[src/design/gtd_pkg.sv]
// shared constants, types and control codes of the goertzel tone detector
package gtd_pkg;

    localparam int SAMPLE_W      = 16;
    localparam int COEFF_W       = 17;
    localparam int COEFF_FRAC    = 14;
    localparam int LEN_W         = 13;
    localparam int POWER_W       = 48;
    localparam int ACC_W         = 40;
    localparam int MAX_BLOCK_LEN = 4096;

    localparam int CFG_IDX_W  = 2;
    localparam int CFG_DATA_W = 48;

    // digit-serial multiply-accumulate geometry
    localparam int DIGIT_W     = 5;
    localparam int COEFF_DIG   = (COEFF_W + DIGIT_W - 1) / DIGIT_W;
    localparam int COEFF_SER_W = COEFF_DIG * DIGIT_W;
    localparam int ACC_DIG     = ACC_W / DIGIT_W;
    localparam int SER_W       = 2 * ACC_W;
    localparam int MCAND_W     = ACC_W + COEFF_W + 1;
    localparam int PP_W        = MCAND_W + DIGIT_W + 1;
    localparam int PROD_W      = 2 * ACC_W + COEFF_W + 3;
    localparam int RPROD_W     = ACC_W + COEFF_W;
    localparam int POWER_SHIFT = 46;
    localparam int OFF_SHIFT   = 16;
    localparam int STEP_W      = 4;

    localparam logic [COEFF_SER_W-1:0] OFF_SCALE = COEFF_SER_W'(45875);

    localparam logic [STEP_W-1:0] COEFF_LAST = STEP_W'(COEFF_DIG - 1);
    localparam logic [STEP_W-1:0] PAIR_LAST  = STEP_W'(2 * ACC_DIG - 1);

    typedef enum logic [CFG_IDX_W-1:0] {
        CFG_COEFF     = 2'd0,
        CFG_BLOCK_LEN = 2'd1,
        CFG_ON_THR    = 2'd2
    } gtd_cfg_idx_t;

    typedef enum logic [3:0] {
        ST_IDLE,
        ST_REC,
        ST_SUM,
        ST_CROSS,
        ST_TERM,
        ST_POWER,
        ST_CLAMP,
        ST_OFF,
        ST_DECIDE
    } gtd_state_t;

    // multiplicand source of the shared unit
    typedef enum logic [2:0] {
        MC_S1,
        MC_S2,
        MC_T,
        MC_U,
        MC_THR
    } gtd_mc_t;

    // multiplier digit source loaded into the shift register
    typedef enum logic [1:0] {
        LD_COEFF,
        LD_PAIR,
        LD_SCALE
    } gtd_load_t;

    typedef struct packed {
        logic in_ready;
        logic mac_load;
        gtd_load_t load_sel;
        logic mac_step;
        logic acc_shift;
        logic digit_signed;
        gtd_mc_t mc_sel;
        logic do_sum;
        logic do_term;
        logic do_clamp;
        logic do_decide;
    } gtd_ctl_t;

endpackage

[src/design/gtd_if.sv]
// handshake interfaces for the sample stream and the detection results
interface gtd_pcm_if import gtd_pkg::*; ();
    logic                       valid;
    logic                       ready;
    logic signed [SAMPLE_W-1:0] sample;
    logic                       restart;

    modport source (output valid, sample, restart, input ready);
    modport sink (input valid, sample, restart, output ready);
endinterface

interface gtd_report_if import gtd_pkg::*; ();
    logic               valid;
    logic               ready;
    logic               tone_on;
    logic [POWER_W-1:0] block_power;

    modport source (output valid, tone_on, block_power, input ready);
    modport sink (input valid, tone_on, block_power, output ready);
endinterface

[src/design/goertzel_tone_detector_hysteresis_core.sv]
// top level of the goertzel tone detector with hysteresis flag
//
// usage: samples come in on the pcm channel (signed 16-bit sample plus a
// restart bit that clears the recurrence, the block count and the flag
// before the sample is used). one result per finished block leaves on the
// report channel: the hysteresis flag and the bin power shifted right 46.
// configuration (coefficient, block length, on threshold) is written over
// cfg_we/cfg_index/cfg_data while no sample is in flight.
//
// timing: all products go through one digit-serial multiply-accumulate
// unit, 5 multiplier bits per cycle. a sample that does not end a block
// goes through accept, the coefficient digits and the update. a sample that
// ends a block then goes through coeff*s2, a setup step, the interleaved
// power products, a clamp, the 0.7 off threshold and the decision.
// one sample is in work at a time; ready is high only between samples.
//
// the result sits in an output register; a stalled receiver only holds
// the block when a new result is due while the old one is still waiting.
// reset restores register defaults and clears the recurrence and flag.
module goertzel_tone_detector_hysteresis_core import gtd_pkg::*;
(
    input  logic                  clk,
    input  logic                  rst_n,
    input  logic                  cfg_we,
    input  logic [CFG_IDX_W-1:0]  cfg_index,
    input  logic [CFG_DATA_W-1:0] cfg_data,
    gtd_pcm_if.sink               pcm,
    gtd_report_if.source          report
);

    localparam int S0_W = ACC_W + 5;
    localparam int Q_W  = RPROD_W - COEFF_FRAC;

    localparam logic [LEN_W-1:0]         LEN_MAX = LEN_W'(MAX_BLOCK_LEN);
    localparam logic signed [ACC_W-1:0]  ACC_POS = {1'b0, {(ACC_W-1){1'b1}}};
    localparam logic signed [ACC_W-1:0]  ACC_NEG = {1'b1, {(ACC_W-1){1'b0}}};

    // configuration registers
    logic signed [COEFF_W-1:0] coeff_reg;
    logic [LEN_W-1:0]          len_reg;
    logic [POWER_W-1:0]        thr_reg;

    // recurrence state
    logic signed [ACC_W-1:0]   s1_reg;
    logic signed [ACC_W-1:0]   s2_reg;
    logic [LEN_W-1:0]          cnt_reg;
    logic                      flag_reg;
    logic signed [SAMPLE_W-1:0] sample_reg;

    // block-end working registers
    logic signed [MCAND_W-1:0] t_reg;
    logic [POWER_W-1:0]        power_reg;

    // output register
    logic                      out_valid_reg;
    logic                      out_tone_reg;
    logic [POWER_W-1:0]        out_power_reg;

    gtd_ctl_t                  ctl;
    logic signed [PROD_W-1:0]  acc;
    logic [SER_W-1:0]          load_digits;
    logic signed [MCAND_W-1:0] mcand;

    logic                      accept;
    logic                      out_free;
    logic                      block_end;
    logic [LEN_W-1:0]          len_eff;
    logic [LEN_W-1:0]          cnt_inc;

    logic signed [Q_W-1:0]     q;
    logic signed [S0_W-1:0]    s0;
    logic signed [ACC_W-1:0]   s0_sat;
    logic [S0_W-ACC_W:0]       s0_top;

    logic signed [MCAND_W-1:0] s1_w;
    logic signed [MCAND_W-1:0] s2_w;
    logic signed [MCAND_W-1:0] cross_w;
    logic signed [MCAND_W-1:0] t_next;
    logic [POWER_W-1:0]        power_next;
    logic [POWER_W-1:0]        off_thr;
    logic                      flag_next;

    // digits of both accumulators woven together, s1 digit ahead of s2 digit
    function automatic logic [SER_W-1:0] weave(input logic [ACC_W-1:0] a,
                                               input logic [ACC_W-1:0] b);
        logic [SER_W-1:0] w;
        w = '0;
        for (int i = 0; i < ACC_DIG; i++)
        begin
            w[SER_W-1-2*DIGIT_W*i -: DIGIT_W]           = a[ACC_W-1-DIGIT_W*i -: DIGIT_W];
            w[SER_W-1-2*DIGIT_W*i-DIGIT_W -: DIGIT_W]   = b[ACC_W-1-DIGIT_W*i -: DIGIT_W];
        end
        return w;
    endfunction

    gtd_ctrl u_ctrl
    (
        .clk       (clk),
        .rst_n     (rst_n),
        .in_valid  (pcm.valid),
        .block_end (block_end),
        .out_free  (out_free),
        .ctl       (ctl)
    );

    gtd_mac u_mac
    (
        .clk         (clk),
        .rst_n       (rst_n),
        .ctl         (ctl),
        .load_digits (load_digits),
        .mcand       (mcand),
        .acc         (acc)
    );

    assign pcm.ready = ctl.in_ready;
    assign accept    = pcm.valid & ctl.in_ready;
    assign out_free  = ~out_valid_reg | report.ready;

    // block length with zero read as one and the top capped
    always_comb
    begin
        if (len_reg == '0)
            len_eff = LEN_W'(1);
        else if (len_reg > LEN_MAX)
            len_eff = LEN_MAX;
        else
            len_eff = len_reg;
    end

    assign cnt_inc   = cnt_reg + 1'b1;
    assign block_end = (cnt_inc >= len_eff);

    // operand selection for the shared unit
    assign s1_w = MCAND_W'(s1_reg);
    assign s2_w = MCAND_W'(s2_reg);

    always_comb
    begin
        case (ctl.mc_sel)
            MC_S1:   mcand = s1_w;
            MC_S2:   mcand = s2_w;
            MC_T:    mcand = t_reg;
            MC_U:    mcand = s2_w <<< COEFF_FRAC;
            MC_THR:  mcand = {{(MCAND_W-POWER_W){1'b0}}, thr_reg};
            default: mcand = s1_w;
        endcase
    end

    always_comb
    begin
        case (ctl.load_sel)
            LD_COEFF: load_digits = {COEFF_SER_W'(coeff_reg), {(SER_W-COEFF_SER_W){1'b0}}};
            LD_PAIR:  load_digits = weave(s1_reg, s2_reg);
            LD_SCALE: load_digits = {OFF_SCALE, {(SER_W-COEFF_SER_W){1'b0}}};
            default:  load_digits = '0;
        endcase
    end

    // recurrence update: floor of coeff*s1 / 2^14, then saturate
    assign q      = acc[RPROD_W-1:COEFF_FRAC];
    assign s0     = S0_W'(sample_reg) + S0_W'(q) - S0_W'(s2_reg);
    assign s0_top = s0[S0_W-1:ACC_W-1];

    always_comb
    begin
        if ((&s0_top) || !(|s0_top))
            s0_sat = s0[ACC_W-1:0];
        else if (s0[S0_W-1])
            s0_sat = ACC_NEG;
        else
            s0_sat = ACC_POS;
    end

    // t = 2^14*s1 - coeff*s2, so that power = s1*t + s2*(2^14*s2)
    assign cross_w = acc[MCAND_W-1:0];
    assign t_next  = (s1_w <<< COEFF_FRAC) - cross_w;

    // power shifted right by 46, negative to zero, large to all ones
    always_comb
    begin
        if (acc[PROD_W-1])
            power_next = '0;
        else if (|acc[PROD_W-2:POWER_SHIFT+POWER_W])
            power_next = '1;
        else
            power_next = acc[POWER_SHIFT+POWER_W-1:POWER_SHIFT];
    end

    // off threshold is on*45875 / 2^16
    assign off_thr = acc[OFF_SHIFT+POWER_W-1:OFF_SHIFT];

    always_comb
    begin
        if (flag_reg)
            flag_next = ~(power_reg < off_thr);
        else
            flag_next = (power_reg >= thr_reg);
    end

    // configuration writes
    always_ff @(posedge clk or negedge rst_n)
    begin
        if (!rst_n)
        begin
            coeff_reg <= '0;
            len_reg   <= LEN_W'(205);
            thr_reg   <= POWER_W'(1);
        end
        else if (cfg_we)
        begin
            case (cfg_index)
                CFG_COEFF:     coeff_reg <= cfg_data[COEFF_W-1:0];
                CFG_BLOCK_LEN: len_reg   <= cfg_data[LEN_W-1:0];
                CFG_ON_THR:    thr_reg   <= cfg_data[POWER_W-1:0];
                default:       ;
            endcase
        end
    end

    // recurrence state, block count and hysteresis flag
    always_ff @(posedge clk or negedge rst_n)
    begin
        if (!rst_n)
        begin
            s1_reg   <= '0;
            s2_reg   <= '0;
            cnt_reg  <= '0;
            flag_reg <= 1'b0;
        end
        else if (accept && pcm.restart)
        begin
            s1_reg   <= '0;
            s2_reg   <= '0;
            cnt_reg  <= '0;
            flag_reg <= 1'b0;
        end
        else if (ctl.do_sum)
        begin
            s2_reg  <= s1_reg;
            s1_reg  <= s0_sat;
            cnt_reg <= cnt_inc;
        end
        else if (ctl.do_decide)
        begin
            s1_reg   <= '0;
            s2_reg   <= '0;
            cnt_reg  <= '0;
            flag_reg <= flag_next;
        end
    end

    // payload registers, no reset needed
    always_ff @(posedge clk)
    begin
        if (accept)
            sample_reg <= pcm.sample;
        if (ctl.do_term)
            t_reg <= t_next;
        if (ctl.do_clamp)
            power_reg <= power_next;
        if (ctl.do_decide)
        begin
            out_tone_reg  <= flag_next;
            out_power_reg <= power_reg;
        end
    end

    // result transfer
    always_ff @(posedge clk or negedge rst_n)
    begin
        if (!rst_n)
            out_valid_reg <= 1'b0;
        else if (ctl.do_decide)
            out_valid_reg <= 1'b1;
        else if (report.ready)
            out_valid_reg <= 1'b0;
    end

    assign report.valid       = out_valid_reg;
    assign report.tone_on     = out_tone_reg;
    assign report.block_power = out_power_reg;

endmodule

[src/design/gtd_mac.sv]
// digit-serial multiply-accumulate unit shared by recurrence, power and threshold
module gtd_mac import gtd_pkg::*;
(
    input  logic                      clk,
    input  logic                      rst_n,
    input  gtd_ctl_t                  ctl,
    input  logic [SER_W-1:0]          load_digits,
    input  logic signed [MCAND_W-1:0] mcand,
    output logic signed [PROD_W-1:0]  acc
);

    logic [SER_W-1:0]         dig_reg;
    logic [SER_W-1:0]         dig_next;
    logic signed [PROD_W-1:0] acc_reg;
    logic signed [PROD_W-1:0] acc_next;
    logic [DIGIT_W-1:0]       digit;
    logic signed [DIGIT_W:0]  digit_ext;
    logic signed [PP_W-1:0]   pp;
    logic signed [PROD_W-1:0] acc_base;

    // most significant digit first, horner style
    assign digit     = dig_reg[SER_W-1 -: DIGIT_W];
    assign digit_ext = ctl.digit_signed ? {digit[DIGIT_W-1], digit} : {1'b0, digit};
    assign pp        = mcand * digit_ext;
    assign acc_base  = ctl.acc_shift ? (acc_reg <<< DIGIT_W) : acc_reg;

    always_comb
    begin
        dig_next = dig_reg;
        acc_next = acc_reg;
        if (ctl.mac_load)
        begin
            dig_next = load_digits;
            acc_next = '0;
        end
        else if (ctl.mac_step)
        begin
            dig_next = dig_reg << DIGIT_W;
            acc_next = acc_base + PROD_W'(pp);
        end
    end

    always_ff @(posedge clk or negedge rst_n)
    begin
        if (!rst_n)
        begin
            dig_reg <= '0;
            acc_reg <= '0;
        end
        else
        begin
            dig_reg <= dig_next;
            acc_reg <= acc_next;
        end
    end

    assign acc = acc_reg;

endmodule

[src/design/gtd_ctrl.sv]
// sequencer for one sample: recurrence, and at block end power and hysteresis
module gtd_ctrl import gtd_pkg::*;
(
    input  logic     clk,
    input  logic     rst_n,
    input  logic     in_valid,
    input  logic     block_end,
    input  logic     out_free,
    output gtd_ctl_t ctl
);

    gtd_state_t        state_reg;
    gtd_state_t        state_next;
    logic [STEP_W-1:0] step_reg;
    logic [STEP_W-1:0] step_next;

    always_ff @(posedge clk or negedge rst_n)
    begin
        if (!rst_n)
        begin
            state_reg <= ST_IDLE;
            step_reg  <= '0;
        end
        else
        begin
            state_reg <= state_next;
            step_reg  <= step_next;
        end
    end

    always_comb
    begin
        state_next       = state_reg;
        step_next        = step_reg;
        ctl.in_ready     = 1'b0;
        ctl.mac_load     = 1'b0;
        ctl.load_sel     = LD_COEFF;
        ctl.mac_step     = 1'b0;
        ctl.acc_shift    = 1'b1;
        ctl.digit_signed = 1'b0;
        ctl.mc_sel       = MC_S1;
        ctl.do_sum       = 1'b0;
        ctl.do_term      = 1'b0;
        ctl.do_clamp     = 1'b0;
        ctl.do_decide    = 1'b0;
        case (state_reg)
            ST_IDLE:
            begin
                ctl.in_ready = 1'b1;
                if (in_valid)
                begin
                    ctl.mac_load = 1'b1;
                    ctl.load_sel = LD_COEFF;
                    step_next    = '0;
                    state_next   = ST_REC;
                end
            end
            ST_REC, ST_CROSS, ST_OFF:
            begin
                ctl.mac_step     = 1'b1;
                ctl.digit_signed = (step_reg == '0);
                if (state_reg == ST_REC)
                    ctl.mc_sel = MC_S1;
                else if (state_reg == ST_CROSS)
                    ctl.mc_sel = MC_S2;
                else
                    ctl.mc_sel = MC_THR;
                if (step_reg == COEFF_LAST)
                begin
                    step_next = '0;
                    if (state_reg == ST_REC)
                        state_next = ST_SUM;
                    else if (state_reg == ST_CROSS)
                        state_next = ST_TERM;
                    else
                        state_next = ST_DECIDE;
                end
                else
                    step_next = step_reg + 1'b1;
            end
            ST_SUM:
            begin
                ctl.do_sum = 1'b1;
                if (block_end)
                begin
                    ctl.mac_load = 1'b1;
                    ctl.load_sel = LD_COEFF;
                    state_next   = ST_CROSS;
                end
                else
                    state_next = ST_IDLE;
            end
            ST_TERM:
            begin
                ctl.do_term  = 1'b1;
                ctl.mac_load = 1'b1;
                ctl.load_sel = LD_PAIR;
                state_next   = ST_POWER;
            end
            ST_POWER:
            begin
                // digits alternate between the two operands, shift only on the first
                ctl.mac_step     = 1'b1;
                ctl.acc_shift    = ~step_reg[0];
                ctl.digit_signed = (step_reg[STEP_W-1:1] == '0);
                ctl.mc_sel       = step_reg[0] ? MC_U : MC_T;
                if (step_reg == PAIR_LAST)
                begin
                    step_next  = '0;
                    state_next = ST_CLAMP;
                end
                else
                    step_next = step_reg + 1'b1;
            end
            ST_CLAMP:
            begin
                ctl.do_clamp = 1'b1;
                ctl.mac_load = 1'b1;
                ctl.load_sel = LD_SCALE;
                state_next   = ST_OFF;
            end
            ST_DECIDE:
            begin
                if (out_free)
                begin
                    ctl.do_decide = 1'b1;
                    state_next    = ST_IDLE;
                end
            end
            default:
            begin
                state_next = ST_IDLE;
                step_next  = '0;
            end
        endcase
    end

endmodule
[src/flat_wrapper.sv]
// flat-port wrapper written by rule: the top's interface ports become plain ports
module goertzel_tone_detector_hysteresis_core_flat import gtd_pkg::*;
  (clk, rst_n, cfg_we, cfg_index, cfg_data, pcm_valid, pcm_sample, pcm_restart, pcm_ready, report_valid, report_tone_on, report_block_power, report_ready);
  gtd_pcm_if pcm_i ();
  gtd_report_if report_i ();
  input  logic clk;
  input  logic rst_n;
  input  logic cfg_we;
  input  logic [CFG_IDX_W-1:0] cfg_index;
  input  logic [CFG_DATA_W-1:0] cfg_data;
  input wire logic [$bits(pcm_i.valid)-1:0] pcm_valid;
  input wire logic [$bits(pcm_i.sample)-1:0] pcm_sample;
  input wire logic [$bits(pcm_i.restart)-1:0] pcm_restart;
  output wire logic [$bits(pcm_i.ready)-1:0] pcm_ready;
  output wire logic [$bits(report_i.valid)-1:0] report_valid;
  output wire logic [$bits(report_i.tone_on)-1:0] report_tone_on;
  output wire logic [$bits(report_i.block_power)-1:0] report_block_power;
  input wire logic [$bits(report_i.ready)-1:0] report_ready;
  assign pcm_i.valid = pcm_valid;
  assign pcm_i.sample = pcm_sample;
  assign pcm_i.restart = pcm_restart;
  assign pcm_ready = pcm_i.ready;
  assign report_valid = report_i.valid;
  assign report_tone_on = report_i.tone_on;
  assign report_block_power = report_i.block_power;
  assign report_i.ready = report_ready;
  goertzel_tone_detector_hysteresis_core u_core (.clk(clk), .rst_n(rst_n), .cfg_we(cfg_we), .cfg_index(cfg_index), .cfg_data(cfg_data), .pcm(pcm_i), .report(report_i));
endmodule
[config.mk]
export PLATFORM = sky130hd
export DESIGN_NAME = goertzel_tone_detector_hysteresis_core_flat
export DESIGN_NICKNAME = d
export VERILOG_FILES = /design/src/design/gtd_pkg.sv /design/src/design/gtd_if.sv /design/src/design/goertzel_tone_detector_hysteresis_core.sv /design/src/design/gtd_mac.sv /design/src/design/gtd_ctrl.sv /design/src/flat_wrapper.sv
export SDC_FILE = /design/constraint.sdc
export NUM_CORES = 2
export LEC_CHECK = 0
export BUFFER_PORTS_ARGS = -buffer_cell sky130_fd_sc_hd__clkbuf_2
export CORE_AREA = 2 2 490 346
export CTS_CLUSTER_DIAMETER = 80
export CTS_CLUSTER_SIZE = 28
export DETAILED_ROUTE_END_ITERATION = 8
export DIE_AREA = 0 0 492 348
export SYNTH_ARGS = -nofsm -noshare
export SYNTH_HDL_FRONTEND = slang
export SYNTH_SLANG_ARGS = --single-unit
export TNS_END_PERCENT = 50
[constraint.sdc]
create_clock -name clk -period 12.2 [get_ports clk]
set_input_delay 0.61 -clock clk [delete_from_list [all_inputs] [get_ports clk]]
set_output_delay 0.61 -clock clk [all_outputs]
set_load 0.005 [all_outputs]
Word-level counts from Yosys, hierarchy flattened
Index checks and enable logic that the tools add are counted.
- bits in registers: 532
- bits of input ports: 72
- $add $sub $neg: 6
- $mul: 1
- order comparisons: 4
- equality and inequality tests: 23
- multiplexer cells: 54
- bitwise operators: 6
- reduce and logical (&&, ||, !) cells: 25
- operators with widths (cell ; number):
    $mux W100 ; 3
    $mux W40 ; 7
    $pmux W80 S3 ; 1
    $pmux W58 S4 ; 1
    $mux W80 ; 2
    $add A100 B64 Y100 ; 1
    $mux W13 ; 5
    $mul A58 B6 Y64 ; 1
    $sub A54 B58 Y58 ; 1
    $ge A48 B48 Y1 ; 1
    $lt A48 B48 Y1 ; 1
    $mux W48 ; 1
    $sub A44 B40 Y45 ; 1
    $add A16 B43 Y44 ; 1
    $mux W4 ; 9
    $pmux W4 S7 ; 1
    $eq A4 B3 Y1 const B ; 4
    $pmux W4 S4 ; 1
    $mux W1 ; 15
    $add A13 B1 Y13 const B ; 1
    $ge A13 B13 Y1 ; 1
    $gt A13 B13 Y1 const B ; 1
    $logic_not A13 Y1 ; 1
    $eq A4 B2 Y1 const B ; 3
    other kinds (33) ; 55

Depth between registers and ports, before layout
- word-level depth: 10
- gate-level depth with buffers: 31

Cells and area by module
Synthesis repeated with hierarchy kept, for this count alone.
- cell total of the unflattened synthesis: 5625
- area total of the unflattened synthesis: 51643.3 sq um
- modules (own cells, without submodules) (module ; instances ; cells an instance ; area each (sq um)):
    gtd_mac ; 1 ; 3169 ; 27311.2
    goertzel_tone_detector_hysteresis_core ; 1 ; 2380 ; 23726.5
    gtd_ctrl ; 1 ; 76 ; 605.6

Least setup slack after synthesis
No wires, ideal clock.
- kind: reg-to-reg
- start: reg u_core.u_ctrl.state_reg[0]
- end: reg u_core.u_mac.acc_reg[95] (netlist: u_core.u_mac.acc[95])
- data arrival time: 8.446 ns
- data required time: 12.131 ns
- slack: 3.686 ns
- stages on the path, launching flop included: 29
- period minus slack after synthesis: 8.514 ns
- cell sequence: dfrtp_1 > clkbuf_1 > nor2b_1 > o21ai_1 > nor2b_1 > buf_1 > clkbuf_1 > a21oi_1 > nand2_1 > fa_1 > fa_1 > inv_1 > fa_1 > inv_1 > fa_1 > inv_1 > ha_1 > clkbuf_1 > and3_1 > nand2_1 > nor3_1 > a32oi_1 > nand2_1 > o31ai_1 > a21oi_1 > a21oi_1 > o31ai_1 > mux2_2 > nand3_1
- cells in the longest elaborated chain, start to end: 10
- elaborated cells between the ends (all ways): 28
- ends and longest elaborated chain (item ; line ; source):
    start: declaration ; gtd_ctrl.sv:12 ; gtd_state_t state_reg;
    start signal: assignment ; gtd_ctrl.sv:26 ; state_reg <= state_next;
    $eq A4 B2 Y1 ; gtd_ctrl.sv:46, gtd_ctrl.sv:64 ;
    $mux W3 ; gtd_ctrl.sv:64 ; else if (state_reg == ST_CROSS)
    $mux W3 ; gtd_ctrl.sv:62 ; if (state_reg == ST_REC)
    $pmux W4 S2 ; gtd_ctrl.sv:46 ; case (state_reg)
    $eq A3 B3 Y1, or another cell as far along ; goertzel_tone_detector_hysteresis_core.sv:140 ; case (ctl.mc_sel)
    $pmux W58 S4 ; goertzel_tone_detector_hysteresis_core.sv:140 ;
    $mul A58 B6 Y64 ; gtd_mac.sv:24 ; assign pp = mcand * digit_ext;
    $add A100 B64 Y100 ; gtd_mac.sv:39 ; acc_next = acc_base + PROD_W'(pp);
    $mux W100 ; gtd_mac.sv:36 ; else if (ctl.mac_step)
    $mux W100 ; gtd_mac.sv:31 ; if (ctl.mac_load)
    end signal: assignment ; gtd_mac.sv:53 ; acc_reg <= acc_next;
    end: declaration ; gtd_mac.sv:14 ; logic signed [PROD_W-1:0] acc_reg;
Parallel ways exist; a longest one is shown, timed or not. The select of a mux whose other input is x is not followed.
A chain may end at the register's enable or synchronous reset.

Worst setup path after layout
- start: reg u_core.u_ctrl.state_reg[2]
- end: reg u_core.u_mac.acc_reg[94] (netlist: u_core.u_mac.acc[94])
The elaborated chain is that of the path after synthesis.

==> impl_metrics.toml <==
[placed_design]
portBuffers = 122
globalplace.congestion = 0.979
detailed_place_hpwl_mm = 136

[timing]
period_share_pct = 79.0
setup_viol = 0
drv_slew = 0
min_period_ps = 9640
worst_clock_skew_ps = 60.8
tns_ps = 0
max_freq_mhz = 104
hold_viol_final = 0
max_slew_margin_pct = 9.75
tightest_slew_ps = 1350
rsz0062_at_grt = "no"

[cts]
cts_tree = "done"
cts.reportedPaths.clkPinSlew_ps = 110
clkLatencyLatePin_ps = 690
cts_made_buffers = 36
clk_path_buf_depth = 3
htree_num_levels = 2
cts_hold_buf = 1
post_cts_buffers = 0
cts_resized = 0
cts.sinks = 532
clockRootBuffer = "clkbuf_16"

[global_route]
grt_max_degree = 178
grt.overflow.total = 0
grt_pass1_wl_mm = 258
met2_usage_pct = 27.1
grt_busiest_layer = "met1"
use_met3_pct = 6.10
grt_use_total_pct = 19.9
antenna_found_initial = 11
use_met1_pct = 29.7
grt_pass1_vias = 38800

[drt]
ant_nets = 0
drc = 0
routed-via-count = 40700
drt_iter0_markers = 3895
vias_per_cell = 5.30
dr.pass1.iters = 6
finalWirelength_mm = 173
post_drt_wl_per_cell_um = 22.5

[min_path]
hold_path.class = "in2reg"
hp-start = "pcm_sample[15]"
worstHoldEndpoint = "u_core.sample_reg[15]$_DFFE_PP_"
min_path_cells = 1

[die]
core_region_area_um2 = 167000
pin_count = 123
die-area_um2 = 171000
initial_utilization_pct = 29.7
die_y_um = 348
num_rows = 126
die_x_um = 492

[synth]
yosysUniqueCellTypes = 80
synth-edff-count = 171
ys_seq_area_share_pct = 28.5
synthArstFlopShare_pct = 67.9
synth_ff_type = "dfrtp_1"
syn_avg_cell_area_um2 = 9.11
synth.area.top_cells = "dfrtp_1 (18%), fa_1 (17%), edfxtp_1 (10%)"
syn_inst = 5451
synthMostInstantiatedCell = "inv_1"
synth.top_cell.area_share_pct = 17.9
syn-num-nets = 6338
syn_area_um2 = 49700
synth_commonest_cells = "inv_1 (839), nand2_1 (590), fa_1 (410)"
synth_warnings = 0
ys_seq_elements = 532
synth_area_leader_cell = "dfrtp_1"

[run_status]
status = "complete, no violations"

[finish]
final.fill_count = 17300
post-route-util_pct = 32.3
nets = 6303
syn_to_final_growth_pct = 8.78
largest_reg_flops = 100
final-seq-area_um2 = 14200
drive_gt1_share_pct = 7.59
multi_input_area_um2 = 31500

[flow_run]
maxCapViolCount = 0

[critical_path]
crit_fanout = 38
cp_top_family = "simple AND/OR/NAND/NOR gates"
worstSetupPathType = "reg2reg"
r2r_start = "u_core.u_ctrl.state_reg[2]$_DFFE_PN0P_"
crit_top_cell = "fa_1"
r2r_end = "u_core.u_mac.acc[94]$_DFFE_PN0P_"
max_stage_delay_ps = 870
ff2ff_setup_slack_ps = 2560
arrival_ps = 10180
cp-end-kind = "flop"
critPathBufInv = 5
critPathSlowestCell = "and3_1"
ff2ff_path_depth = 26
start_kind = "flop"
cp.required_ps = 12740
-- how the worst max path moves through the flow --
stage,depth (start not counted),end,slack (ps),startpoint
finish,26,u_core.u_mac.acc[94]$_DFFE_PN0P_,2560,u_core.u_ctrl.state_reg[2]$_DFFE_PN0P_
global route,28,u_core.u_mac.acc[95]$_DFFE_PN0P_,1870,u_core.u_ctrl.state_reg[2]$_DFFE_PN0P_
detailed placement,28,u_core.u_mac.acc[95]$_DFFE_PN0P_,2700,u_core.u_ctrl.state_reg[2]$_DFFE_PN0P_
floorplan,28,u_core.u_mac.acc[95]$_DFFE_PN0P_,3690,u_core.u_ctrl.state_reg[0]$_DFFE_PN0P_
global placement,28,u_core.u_mac.acc[95]$_DFFE_PN0P_,2800,u_core.u_ctrl.state_reg[2]$_DFFE_PN0P_
CTS,28,u_core.u_mac.acc[95]$_DFFE_PN0P_,2680,u_core.u_ctrl.state_reg[2]$_DFFE_PN0P_
-- worst reg2reg max path: cells and delay by family (launching register included) --
kind / cells / cell delay, ps
simple gates: 8 / 2940
xor+xnor: 1 / 150
compound gates: 7 / 2160
flops: 1 / 670
buf+inv: 5 / 900
fa+ha+maj: 5 / 2710
-- stage by stage --
stage	hold slack, ps	instance area [um2]	instances	setup slack [ps]
final	107	54000	7685	2560
after global routing	94.1	54000	7684	1870
after CTS	85.1	54000	7684	2680
after detailed placement	477	52700	7617	2700
after global placement	471	52700	7617	2800
after floorplan	314	49700	5451	3690
-- per-layer routing --
metal  vias to the layer above  wire length, um
met2                      1784            67800
met4                         2             5640
li1                      18400                -
met5                         -               13
met1                     20400            80000
met3                       220            19400
-- layout make-up --
type                       count  area share, %
antenna                        1        0.00463
clock buffer                  39           1.73
clock inverter                27          0.741
inverter                     840           5.84
multi-input combinational   3833           58.3
sequential                   532           26.3
tap                         2240           5.19
timing repair buffer         173           1.91
-- logic make-up after synthesis --
| group | synth area share, % |
|---|---|
| adders and majority gates | 26.7 |
| AOI/OAI and AO/OA | 16.1 |
| and+or+nand+nor | 13.2 |
| muxes | 3.61 |
| xor gates and xnor gates | 3.55 |
| DFF | 28.5 |
| buffers and inverters | 8.22 |
-- layout by cell type, fill, tap and decap left out, types with 15 or more instances in the layout --
| cell type | count |
|---|---|
| o211ai_1 | 17 |
| o21bai_1 | 43 |
| nor2_1 | 283 |
| dfrtp_1 | 351 |
| clkbuf_2 | 121 |
| buf_4 | 48 |
| o21ai_0 | 335 |
| and2_1 | 131 |
| o31ai_1 | 20 |
| a22o_1 | 96 |
| nand2b_1 | 27 |
| nand2_1 | 589 |
| xor2_1 | 66 |
| and3_1 | 27 |
| nor2b_1 | 29 |
| fa_1 | 410 |
| clkbuf_16 | 37 |
| nor3_1 | 43 |
| inv_1 | 837 |
| mux2i_1 | 36 |
| a221o_1 | 53 |
| a22oi_1 | 59 |
| o21a_1 | 21 |
| a21o_1 | 128 |
| ha_1 | 405 |
| nand3_1 | 147 |
| xnor2_1 | 135 |
| a211oi_1 | 15 |
| edfxtp_1 | 171 |
| mux2_2 | 127 |
| a31oi_1 | 43 |
| nand4_1 | 74 |
| a21oi_1 | 282 |
Power is not shown: default switching activity piles up to over one toggle a cycle in this logic, so the estimate is an artifact.
